`src/rtl/core/msd_pkg.sv`:
```
// ----------------------------------------------------------------------------
// msd_pkg
// Shared types, codes and the CRC-32 byte update for the message set deframer.
// ----------------------------------------------------------------------------
`default_nettype none

package msd_pkg;

  // Reflected CRC-32
  localparam logic [31:0] CRC_POLY = 32'hEDB8_8320;
  localparam logic [31:0] CRC_INIT = 32'hFFFF_FFFF;

  // Last header-counter value of the offset field and of a 4-byte word
  localparam logic [2:0] HDR_LAST_OFFSET = 3'd7;
  localparam logic [2:0] HDR_LAST_WORD   = 3'd3;

  // Smallest legal size field (covers the CRC word)
  localparam logic [31:0] SIZE_MIN = 32'd4;

  // Result queue depth
  localparam int unsigned FIFO_DEPTH = 4;

  typedef enum logic [3:0] {
    PH_OFFSET,
    PH_SIZE,
    PH_CRC,
    PH_MAGIC,
    PH_ATTR,
    PH_KEYLEN,
    PH_KEY,
    PH_VALLEN,
    PH_VALUE,
    PH_DONE,
    PH_TRAIL
  } phase_e;

  typedef enum logic [1:0] {
    KIND_KEY,
    KIND_VALUE,
    KIND_STATUS
  } kind_e;

  typedef enum logic [2:0] {
    ST_GOOD,
    ST_CRC,
    ST_COMPRESSED,
    ST_TRUNCATED,
    ST_LENGTH
  } status_e;

  typedef struct packed {
    logic [7:0] data_byte;
    logic       set_end;
  } in_beat_t;

  typedef struct packed {
    logic [1:0]         kind;
    logic [7:0]         payload_byte;
    logic signed [63:0] message_offset;
    logic [2:0]         status;
    logic               key_null;
    logic               value_null;
    logic               last_of_run;
  } out_beat_t;

  // Up to two results from one byte: a key/value byte, then a status
  typedef struct packed {
    logic      has_data;
    logic      has_status;
    out_beat_t data_beat;
    out_beat_t status_beat;
  } res_pair_t;

  function automatic logic [31:0] crc32_byte(input logic [31:0] crc, input logic [7:0] b);
    logic [31:0] c;
    c = crc ^ {24'd0, b};
    for (int i = 0; i < 8; i++) begin
      c = (c >> 1) ^ (CRC_POLY & {32{c[0]}});
    end
    return c;
  endfunction

endpackage

`default_nettype wire

```
`src/rtl/core/msd_parser.sv`:
```
// ----------------------------------------------------------------------------
// msd_parser
// Message state, field capture, CRC and status for one byte per step.
// ----------------------------------------------------------------------------
`default_nettype none

module msd_parser import msd_pkg::*; #(
  parameter int unsigned LENGTH_BITS = 32
) (
  input  wire logic      clk_i,
  input  wire logic      rst_ni,
  input  wire logic      step_i,
  input  wire in_beat_t  beat_i,
  output res_pair_t      res_o
);

  localparam int unsigned CntW = LENGTH_BITS - 1;

  phase_e            phase_q, phase_d;
  logic [2:0]        hdr_cnt_q, hdr_cnt_d;
  logic [CntW-1:0]   cnt_q, cnt_d;
  logic [CntW-1:0]   size_q, size_d;
  logic [63:0]       shift_q, shift_d;
  logic [63:0]       offset_q, offset_d;
  logic [31:0]       exp_crc_q, exp_crc_d;
  logic [31:0]       crc_q, crc_d;
  logic [2:0]        attr_q, attr_d;
  logic [31:0]       key_len_q, key_len_d;
  logic [31:0]       val_len_q, val_len_d;
  logic              discard_q, discard_d;
  logic              key_null_q, key_null_d;
  logic              val_null_q, val_null_d;

  always_comb begin
    logic [7:0]  b;
    logic        set_end;
    logic        is_body;
    logic        fin;
    logic        ended;
    logic        do_start;
    logic        do_reset;
    logic [31:0] word;
    logic [31:0] cnt_next;
    status_e     st;
    kind_e       dkind;

    b        = beat_i.data_byte;
    set_end  = beat_i.set_end;
    is_body  = !(phase_q == PH_OFFSET || phase_q == PH_SIZE || phase_q == PH_CRC);
    fin      = 1'b0;
    ended    = 1'b0;
    do_start = 1'b0;
    do_reset = 1'b0;
    st       = ST_GOOD;
    dkind    = KIND_KEY;
    // shift only on a real step, a held byte must not be taken twice
    shift_d  = step_i ? {shift_q[55:0], b} : shift_q;
    word     = shift_d[31:0];
    cnt_next = 32'(cnt_q) + 32'd1;

    phase_d    = phase_q;
    hdr_cnt_d  = hdr_cnt_q;
    cnt_d      = cnt_q;
    size_d     = size_q;
    offset_d   = offset_q;
    exp_crc_d  = exp_crc_q;
    crc_d      = crc_q;
    attr_d     = attr_q;
    key_len_d  = key_len_q;
    val_len_d  = val_len_q;
    discard_d  = discard_q;
    key_null_d = key_null_q;
    val_null_d = val_null_q;
    res_o      = '0;

    if (step_i && discard_q) begin
      do_reset = set_end;
    end else if (step_i) begin
      if (is_body) begin
        crc_d  = crc32_byte(crc_q, b);
        size_d = size_q - CntW'(1);
      end
      unique case (phase_q)
        PH_OFFSET: begin
          if (hdr_cnt_q == HDR_LAST_OFFSET) begin
            offset_d  = shift_d;
            hdr_cnt_d = '0;
            phase_d   = PH_SIZE;
          end else begin
            hdr_cnt_d = hdr_cnt_q + 3'd1;
          end
        end
        PH_SIZE: begin
          if (hdr_cnt_q == HDR_LAST_WORD) begin
            hdr_cnt_d = '0;
            if (word < SIZE_MIN || (word >> CntW) != 32'd0) begin
              res_o.has_status = 1'b1;
              st               = ST_LENGTH;
              discard_d        = 1'b1;
              ended            = 1'b1;
            end else begin
              size_d  = CntW'(word - SIZE_MIN);
              phase_d = PH_CRC;
            end
          end else begin
            hdr_cnt_d = hdr_cnt_q + 3'd1;
          end
        end
        PH_CRC: begin
          if (hdr_cnt_q == HDR_LAST_WORD) begin
            hdr_cnt_d = '0;
            exp_crc_d = word;
            phase_d   = PH_MAGIC;
            fin       = (size_q == '0);
          end else begin
            hdr_cnt_d = hdr_cnt_q + 3'd1;
          end
        end
        PH_MAGIC: phase_d = PH_ATTR;
        PH_ATTR: begin
          attr_d  = b[2:0];
          phase_d = PH_KEYLEN;
        end
        PH_KEYLEN: begin
          if (hdr_cnt_q == HDR_LAST_WORD) begin
            hdr_cnt_d = '0;
            cnt_d     = '0;
            key_len_d = word;
            if (word[31]) begin
              key_null_d = 1'b1;
              phase_d    = PH_VALLEN;
            end else begin
              phase_d = (word == 32'd0) ? PH_VALLEN : PH_KEY;
            end
          end else begin
            hdr_cnt_d = hdr_cnt_q + 3'd1;
          end
        end
        PH_KEY: begin
          res_o.has_data = 1'b1;
          dkind          = KIND_KEY;
          if (cnt_next >= key_len_q) begin
            cnt_d   = '0;
            phase_d = PH_VALLEN;
          end else begin
            cnt_d = CntW'(cnt_next);
          end
        end
        PH_VALLEN: begin
          if (hdr_cnt_q == HDR_LAST_WORD) begin
            hdr_cnt_d = '0;
            cnt_d     = '0;
            val_len_d = word;
            if (word[31]) begin
              val_null_d = 1'b1;
              phase_d    = PH_DONE;
            end else begin
              phase_d = (word == 32'd0) ? PH_DONE : PH_VALUE;
            end
          end else begin
            hdr_cnt_d = hdr_cnt_q + 3'd1;
          end
        end
        PH_VALUE: begin
          res_o.has_data = 1'b1;
          dkind          = KIND_VALUE;
          if (cnt_next >= val_len_q) begin
            cnt_d   = '0;
            phase_d = PH_DONE;
          end else begin
            cnt_d = CntW'(cnt_next);
          end
        end
        PH_DONE, PH_TRAIL: phase_d = PH_TRAIL;
        default: phase_d = PH_TRAIL;
      endcase

      if (is_body && size_d == '0) begin
        fin = 1'b1;
      end

      // end of message: CRC first, then compression, then framing
      if (fin) begin
        res_o.has_status = 1'b1;
        ended            = 1'b1;
        if ((crc_d ^ CRC_INIT) != exp_crc_d) begin
          st        = ST_CRC;
          discard_d = 1'b1;
        end else if (attr_d != 3'd0) begin
          st = ST_COMPRESSED;
        end else if (phase_d != PH_DONE) begin
          st = ST_LENGTH;
        end else begin
          st = ST_GOOD;
        end
      end

      if (set_end) begin
        if (!ended) begin
          res_o.has_status = 1'b1;
          st               = ST_TRUNCATED;
        end
        do_reset = 1'b1;
      end else begin
        do_start = ended;
      end
    end

    res_o.data_beat.kind           = dkind;
    res_o.data_beat.payload_byte   = b;
    res_o.data_beat.message_offset = offset_d;
    res_o.data_beat.status         = ST_GOOD;
    res_o.data_beat.key_null       = key_null_d;
    res_o.data_beat.value_null     = val_null_d;
    res_o.data_beat.last_of_run    = !res_o.has_status;

    res_o.status_beat.kind           = KIND_STATUS;
    res_o.status_beat.payload_byte   = 8'd0;
    res_o.status_beat.message_offset = offset_d;
    res_o.status_beat.status         = st;
    res_o.status_beat.key_null       = key_null_d;
    res_o.status_beat.value_null     = val_null_d;
    res_o.status_beat.last_of_run    = 1'b1;

    if (do_start || do_reset) begin
      phase_d    = PH_OFFSET;
      hdr_cnt_d  = '0;
      cnt_d      = '0;
      offset_d   = '0;
      crc_d      = CRC_INIT;
      attr_d     = '0;
      key_null_d = 1'b0;
      val_null_d = 1'b0;
    end
    if (do_reset) begin
      discard_d = 1'b0;
    end
  end

  always_ff @(posedge clk_i or negedge rst_ni) begin
    if (!rst_ni) begin
      phase_q    <= PH_OFFSET;
      hdr_cnt_q  <= '0;
      cnt_q      <= '0;
      offset_q   <= '0;
      crc_q      <= CRC_INIT;
      attr_q     <= '0;
      discard_q  <= 1'b0;
      key_null_q <= 1'b0;
      val_null_q <= 1'b0;
    end else begin
      phase_q    <= phase_d;
      hdr_cnt_q  <= hdr_cnt_d;
      cnt_q      <= cnt_d;
      offset_q   <= offset_d;
      crc_q      <= crc_d;
      attr_q     <= attr_d;
      discard_q  <= discard_d;
      key_null_q <= key_null_d;
      val_null_q <= val_null_d;
    end
  end

  // field capture, no reset needed
  always_ff @(posedge clk_i) begin
    shift_q   <= shift_d;
    size_q    <= size_d;
    exp_crc_q <= exp_crc_d;
    key_len_q <= key_len_d;
    val_len_q <= val_len_d;
  end

  a_discard_silent: assert property (@(posedge clk_i) disable iff (!rst_ni)
    step_i && discard_q |-> !res_o.has_data && !res_o.has_status)
    else $error("result while discarding");

  a_data_in_payload: assert property (@(posedge clk_i) disable iff (!rst_ni)
    res_o.has_data |-> (phase_q == PH_KEY || phase_q == PH_VALUE))
    else $error("data beat outside key or value");

endmodule

`default_nettype wire

```
`src/rtl/core/msd_res_fifo.sv`:
```
// ----------------------------------------------------------------------------
// msd_res_fifo
// Small result queue: takes one or two beats per cycle, gives one per cycle when popped.
// ----------------------------------------------------------------------------
`default_nettype none

module msd_res_fifo import msd_pkg::*; (
  input  wire logic      clk_i,
  input  wire logic      rst_ni,
  input  wire res_pair_t push_i,
  input  wire logic      pop_i,
  output logic           room_o,
  output logic           out_valid_o,
  output out_beat_t      out_beat_o
);

  localparam int unsigned PtrW = $clog2(FIFO_DEPTH);
  localparam int unsigned CntW = $clog2(FIFO_DEPTH + 1);

  out_beat_t           mem_q [FIFO_DEPTH];
  logic [PtrW-1:0]     wr_q, wr_d;
  logic [PtrW-1:0]     rd_q, rd_d;
  logic [CntW-1:0]     count_q, count_d;
  logic [CntW-1:0]     n_push;
  out_beat_t           first;
  logic                pop;

  assign n_push      = CntW'(push_i.has_data) + CntW'(push_i.has_status);
  assign first       = push_i.has_data ? push_i.data_beat : push_i.status_beat;
  assign out_valid_o = (count_q != '0);
  assign out_beat_o  = mem_q[rd_q];
  assign pop         = pop_i && out_valid_o;
  // two free places, judged on registered fill only
  assign room_o      = (count_q <= CntW'(FIFO_DEPTH - 2));

  assign wr_d    = wr_q + PtrW'(n_push);
  assign rd_d    = rd_q + PtrW'(pop);
  assign count_d = count_q + n_push - CntW'(pop);

  always_ff @(posedge clk_i or negedge rst_ni) begin
    if (!rst_ni) begin
      wr_q    <= '0;
      rd_q    <= '0;
      count_q <= '0;
    end else begin
      wr_q    <= wr_d;
      rd_q    <= rd_d;
      count_q <= count_d;
    end
  end

  always_ff @(posedge clk_i) begin
    if (n_push != '0) begin
      mem_q[wr_q] <= first;
    end
    if (push_i.has_data && push_i.has_status) begin
      mem_q[wr_q + PtrW'(1)] <= push_i.status_beat;
    end
  end

  a_no_overflow: assert property (@(posedge clk_i) disable iff (!rst_ni)
    n_push != '0 |-> count_q <= CntW'(FIFO_DEPTH - 2) || n_push == CntW'(1) &&
      count_q <= CntW'(FIFO_DEPTH - 1))
    else $error("result queue overflow");

  a_count_bound: assert property (@(posedge clk_i) disable iff (!rst_ni)
    count_q <= CntW'(FIFO_DEPTH))
    else $error("result queue count out of range");

endmodule

`default_nettype wire

```
`src/rtl/core/log_message_set_deframer.sv`:
```
// ----------------------------------------------------------------------------
// log_message_set_deframer
// Streaming message set parser with CRC-32 check and per-message status.
// ----------------------------------------------------------------------------
// Takes a message set one byte per beat (set_end on the last byte) and
// sends out key bytes, value bytes and one status beat per message.
// Sustained rate is one input byte per cycle. A byte that gives two
// results (the last key or value byte together with the message status,
// or a byte followed by a truncation status) occupies the output for two
// beats; a four-entry result queue absorbs this, and the input stalls only
// when fewer than two queue places are free. A result passes through
// the input register, then the parser and the queue write, before it is
// on the output; a byte held back by a stall waits in the input register.
// After a CRC mismatch or an unframeable size the rest of the set is
// dropped silently up to set_end.
// ----------------------------------------------------------------------------
`default_nettype none

module log_message_set_deframer import msd_pkg::*; #(
  parameter int unsigned LENGTH_BITS = 32
) (
  input  wire logic      clk_i,
  input  wire logic      rst_ni,
  // byte input
  input  wire logic      in_valid_i,
  output logic           in_stall_o,
  input  wire in_beat_t  in_beat_i,
  // result output
  output logic           out_valid_o,
  input  wire logic      out_stall_i,
  output out_beat_t      out_beat_o
);

  logic      in_valid_q, in_valid_d;
  in_beat_t  in_q;
  logic      room;
  logic      step;
  logic      in_take;
  res_pair_t res;

  // held byte moves on when the queue has room for two results
  assign step       = in_valid_q && room;
  assign in_stall_o = in_valid_q && !room;
  assign in_take    = in_valid_i && !in_stall_o;
  assign in_valid_d = in_take || (in_valid_q && !step);

  always_ff @(posedge clk_i or negedge rst_ni) begin
    if (!rst_ni) begin
      in_valid_q <= 1'b0;
    end else begin
      in_valid_q <= in_valid_d;
    end
  end

  always_ff @(posedge clk_i) begin
    if (in_take) begin
      in_q <= in_beat_i;
    end
  end

  msd_parser #(
    .LENGTH_BITS(LENGTH_BITS)
  ) u_parser (
    .clk_i  (clk_i),
    .rst_ni (rst_ni),
    .step_i (step),
    .beat_i (in_q),
    .res_o  (res)
  );

  msd_res_fifo u_fifo (
    .clk_i       (clk_i),
    .rst_ni      (rst_ni),
    .push_i      (res),
    .pop_i       (!out_stall_i),
    .room_o      (room),
    .out_valid_o (out_valid_o),
    .out_beat_o  (out_beat_o)
  );

  // a stall is only ever raised with a byte held
  a_stall_has_beat: assert property (@(posedge clk_i) disable iff (!rst_ni)
    in_stall_o |-> in_valid_q)
    else $error("input stalled with nothing held");

endmodule

`default_nettype wire

```
`config.mk`:
```
export PLATFORM = sky130hd
export DESIGN_NAME = log_message_set_deframer
export DESIGN_NICKNAME = d
export VERILOG_FILES = /design/src/rtl/core/msd_pkg.sv /design/src/rtl/core/msd_parser.sv /design/src/rtl/core/msd_res_fifo.sv /design/src/rtl/core/log_message_set_deframer.sv
export SDC_FILE = /design/constraint.sdc
export NUM_CORES = 1
export LEC_CHECK = 0
export BUFFER_PORTS_ARGS = -buffer_cell sky130_fd_sc_hd__buf_2
export CORE_MARGIN = 4
export CORE_UTILIZATION = 49
export DETAILED_ROUTE_END_ITERATION = 7
export PLACE_DENSITY = 0.77
export SYNTH_ARGS = -nofsm -noshare
export SYNTH_HDL_FRONTEND = slang
export SYNTH_SLANG_ARGS = --single-unit
```
`constraint.sdc`:
```
create_clock -name clk_i -period 7.3 [get_ports clk_i]
set_clock_uncertainty 0.2 [all_clocks]
set_input_delay 0.365 -clock clk_i [delete_from_list [all_inputs] [get_ports clk_i]]
set_output_delay 0.365 -clock clk_i [all_outputs]
set_load 0.02 [all_outputs]
```
==> impl_metrics.csv <==
group,metric,value,unit
routing,drt-wirelength-per-cell,23.6,um
sta,finalCritPeriodShare,90.1,%
place,hpwl,60700,um
logic_synthesis,syn_inst,2823,
min_path,hp-class,"primary input to flop",
floorplanning,initial_core_util,49.6,%
pwr,p_leak,14.0,nW
setup_path,path_max_fanout,23,
setup_path,required,7.54,ns
logic_synthesis,synth_area_leaders,"edfxtp_1, dfrtp_1, dfxtp_1",
layout,layout-drive-gt1-share,15.8,%
sta,period_minus_slack,6.57,ns
layout,fin_area,36500,um^2
routing,ant_nets,0,
layout,final_net_count,2991,
clocking,cts_buffer_depth,3,
clocking,cts_hold_buffers,11,
sta,rsz0062_at_grt,"false",
sta,setup_violations,0,
logic_synthesis,ys_types,108,
place,gp_congestion,0.974,
place,io_buffers,94,
logic_synthesis,synth_xor_area_share,5.83,%
logic_synthesis,synth.most_common_cell,"nor2_1",
sta,hold_viol,0,
setup_path,arrival,6.82,ns
setup_path,endpoint_kind,"flop",
global_routing,track_usage,25.2,%
sta,slew_headroom,23.4,%
logic_synthesis,synth-seq-cells,668,
logic_synthesis,synth-compound-area-share,9.07,%
logic_synthesis,synthSimpleGateAreaFrac,13.6,%
logic_synthesis,yosys.area_share.adder,3.13,%
routing,wl,90200,um
global_routing,first_global_vias,23000,
clocking,cts_tree,"yes",
clocking,cts.sinks,668,
clocking,postCtsSetupRepairBufs,0,
pwr,switching_share,40.1,%
logic_synthesis,ys_dominant_reg_cell,"edfxtp_1",
logic_synthesis,async_flop_share,22.2,%
clocking,insertion_delay,0.62,ns
clocking,htree_levels,3,
global_routing,overflow,0,
job,max-cap-violations,0,
logic_synthesis,synth-edff-count,412,
pwr,power_density,407,nW/um^2
sta,tns,0,ns
floorplanning,row_count,94,
floorplanning,io_pins,95,
place,place_area,34100,um^2
setup_path,start_kind,"flop",
sta,worstMarginPinSlew,1.14,ns
routing,num_vias,23100,
pwr,p_int,0.00891,W
clocking,ctsResizeCount,0,
floorplanning,core_area,65900,um^2
pwr,worst_ir_drop_vdd,251,uV
clocking,root_buffer,"clkbuf_16",
logic_synthesis,yosys_warnings,0,
clocking,cts-buffers-inserted,70,
logic_synthesis,synth_top_family_by_area,"simple AND/OR/NAND/NOR gates",
global_routing,antenna_found_initial,3,
logic_synthesis,synth_area,32700,um^2
pwr,pwr-share-clk,23.7,%
setup_path,critPathKind,"flop to flop",
floorplanning,die_x,266,um
logic_synthesis,synth_common_cells,"nor2_1, edfxtp_1, nand2_1",
logic_synthesis,ys_seq_area_share,56.0,%
layout,syn2layout_area_growth,11.8,%
global_routing,grt_pass1_wl,139000,um
logic_synthesis,synthMuxAreaShare,8.64,%
floorplanning,die_area,70900,um^2
pwr,power.switching,0.00596,W
routing,post_drt_via_cell_ratio,6.05,
routing,drc,0,
logic_synthesis,synth_nets,2917,
global_routing,grt_max_degree,76,
outcome,status,"finished clean",
pwr,pwr-share-comb,37.9,%
routing,first_pass_iters,7,
sta,fmax,152,MHz
floorplanning,die_height,266,um
logic_synthesis,yosysTopAreaCellShare,37.9,%
routing,first_iter_violations,2393,
sta,final-max-slew-violation-count,0,
pwr,seqPwrFrac,38.4,%
clocking,path_clk_slew,0.06,ns
logic_synthesis,synth.avg_cell_area,11.6,um^2
logic_synthesis,yosysTopAreaCell,"edfxtp_1",
[final cells by class]
cell class              count  area, um^2
repair buffers            170        1140
well taps                 864        1080
inverters                 119         462
clock buffers              97        1960
flip-flops and latches    668       18300
fillers                  5389       29400
diodes                      1        2.50
clock inverters            33         309
multi-input cells        1868       13300
[placed cells by master, fill, tap and decap left out, types with 17 or more instances in the layout]
cell type | netlist | layout
nor2_1 | 465 | 464
edfxtp_1 | 412 | 412
nand2_1 | 265 | 263
xnor2_1 | 116 | 116
inv_1 | 119 | 114
dfrtp_1 | 116 | 114
dfxtp_1 | 108 | 108
buf_2 | 27 | 93
o21ai_0 | 85 | 85
mux2i_1 | 84 | 84
mux4_2 | 80 | 80
ha_1 | 80 | 80
clkbuf_16 | 0 | 73
buf_4 | 3 | 60
nand3_1 | 57 | 57
a21oi_1 | 59 | 57
xor2_1 | 50 | 50
a22o_1 | 36 | 36
o31ai_1 | 34 | 34
dfstp_2 | 32 | 32
nor3_1 | 34 | 31
a31oi_1 | 32 | 31
nor4_1 | 30 | 30
a21o_1 | 28 | 28
nand4_1 | 24 | 24
clkbuf_1 | 106 | 20
and3_1 | 17 | 17
[registers in the layout (all words and copies together) (netlist names), 4 cells and up]
name	flops
u_parser.exp_crc_q	32
u_parser.key_len_q	32
u_parser.shift_q	64
u_fifo.mem_q	320
u_parser.cnt_q	31
u_parser.offset_q	64
in_q	9
u_parser.val_len_q	32
u_parser.crc_q	32
u_parser.size_q	31
u_parser.phase_q	4
[stage by stage]
step,util (%),hold slack [ns],power (W),setup slack (ns),std cells
6_report,55.4,0.0494,0.0149,0.725,3820
5_1_grt,55.4,0.0570,0.0155,0.267,3819
4_1_cts,55.4,0.0223,0.0149,0.774,3819
3_5_place_dp,51.8,0.239,0.0113,0.844,3678
3_3_place_gp,51.8,0.232,0.0112,1.05,3678
2_1_floorplan,-,-0.131,0.00912,0.00816,2823
[power groups by stage]
stage                     sequential [W]  combinational [W]  clock, W
final                            0.00571            0.00563   0.00353
after CTS                        0.00570            0.00559   0.00357
after floorplan                  0.00539            0.00373         0
after detailed placement         0.00576            0.00555         0
after global routing             0.00581            0.00594   0.00374
after global placement           0.00572            0.00548         0
[layer usage]
metal  part of all wire [%]  global-route usage (%)  up-vias
li1                       -                       -    10300
met1                     41                    35.2    11600
met2                     48                    40.4     1022
met3                    8.1                    4.18      184
met4                    3.3                    8.54        0
met5                      0                       0        -
[critical path: stages (launching register included)]
cell and delay, ns:
dfrtp_1 0.40, a21oi_1 0.29, nand2_2 0.10, mux2i_1 0.23
ha_1 0.28, or4b_1 0.48, a21oi_1 0.22, o211a_1 0.27
nand3_1 0.17, o21ai_2 0.32, mux2_2 0.38, a211oi_1 0.45
a41oi_4 0.23, and2_1 0.24, nor2_1 0.17, ha_1 0.39
nor2_1 0.13, a21oi_1 0.27, nand2b_2 0.12, clkinvlp_4 0.48
o21ai_0 0.36, nor3_1 0.23
[path summary, 6_finish.rpt]
path	startpoint	end	cells past startpoint	slack [ns]
max	u_fifo.count_q[1]	u_fifo.mem_q[1][3]	21	0.73
min	out_stall_i	u_fifo.rd_q[0]	3	0.05
max reg2reg	u_fifo.count_q[1]	u_fifo.mem_q[1][3]	21	0.73
min reg2reg	u_parser.shift_q[63]	u_parser.shift_q[63]	2	0.26
max in group asynchronous	rst_ni	u_parser.offset_q[56]	4	4.94
min in group asynchronous	rst_ni	u_parser.cnt_q[29]	2	0.18
[kinds of logic (layout without fill, tap and decap cells)]
kind of cell / after synthesis / in the layout
and+or+nand+nor: 1003 / 1003
DFF: 668 / 668
AOI/OAI and AO/OA: 416 / 416
buffers and inverters: 287 / 419
xor gates and xnor gates: 188 / 188
muxes: 180 / 180
adders and majority gates: 81 / 81
other: 0 / 1
Power figures use the tool's default switching activity.
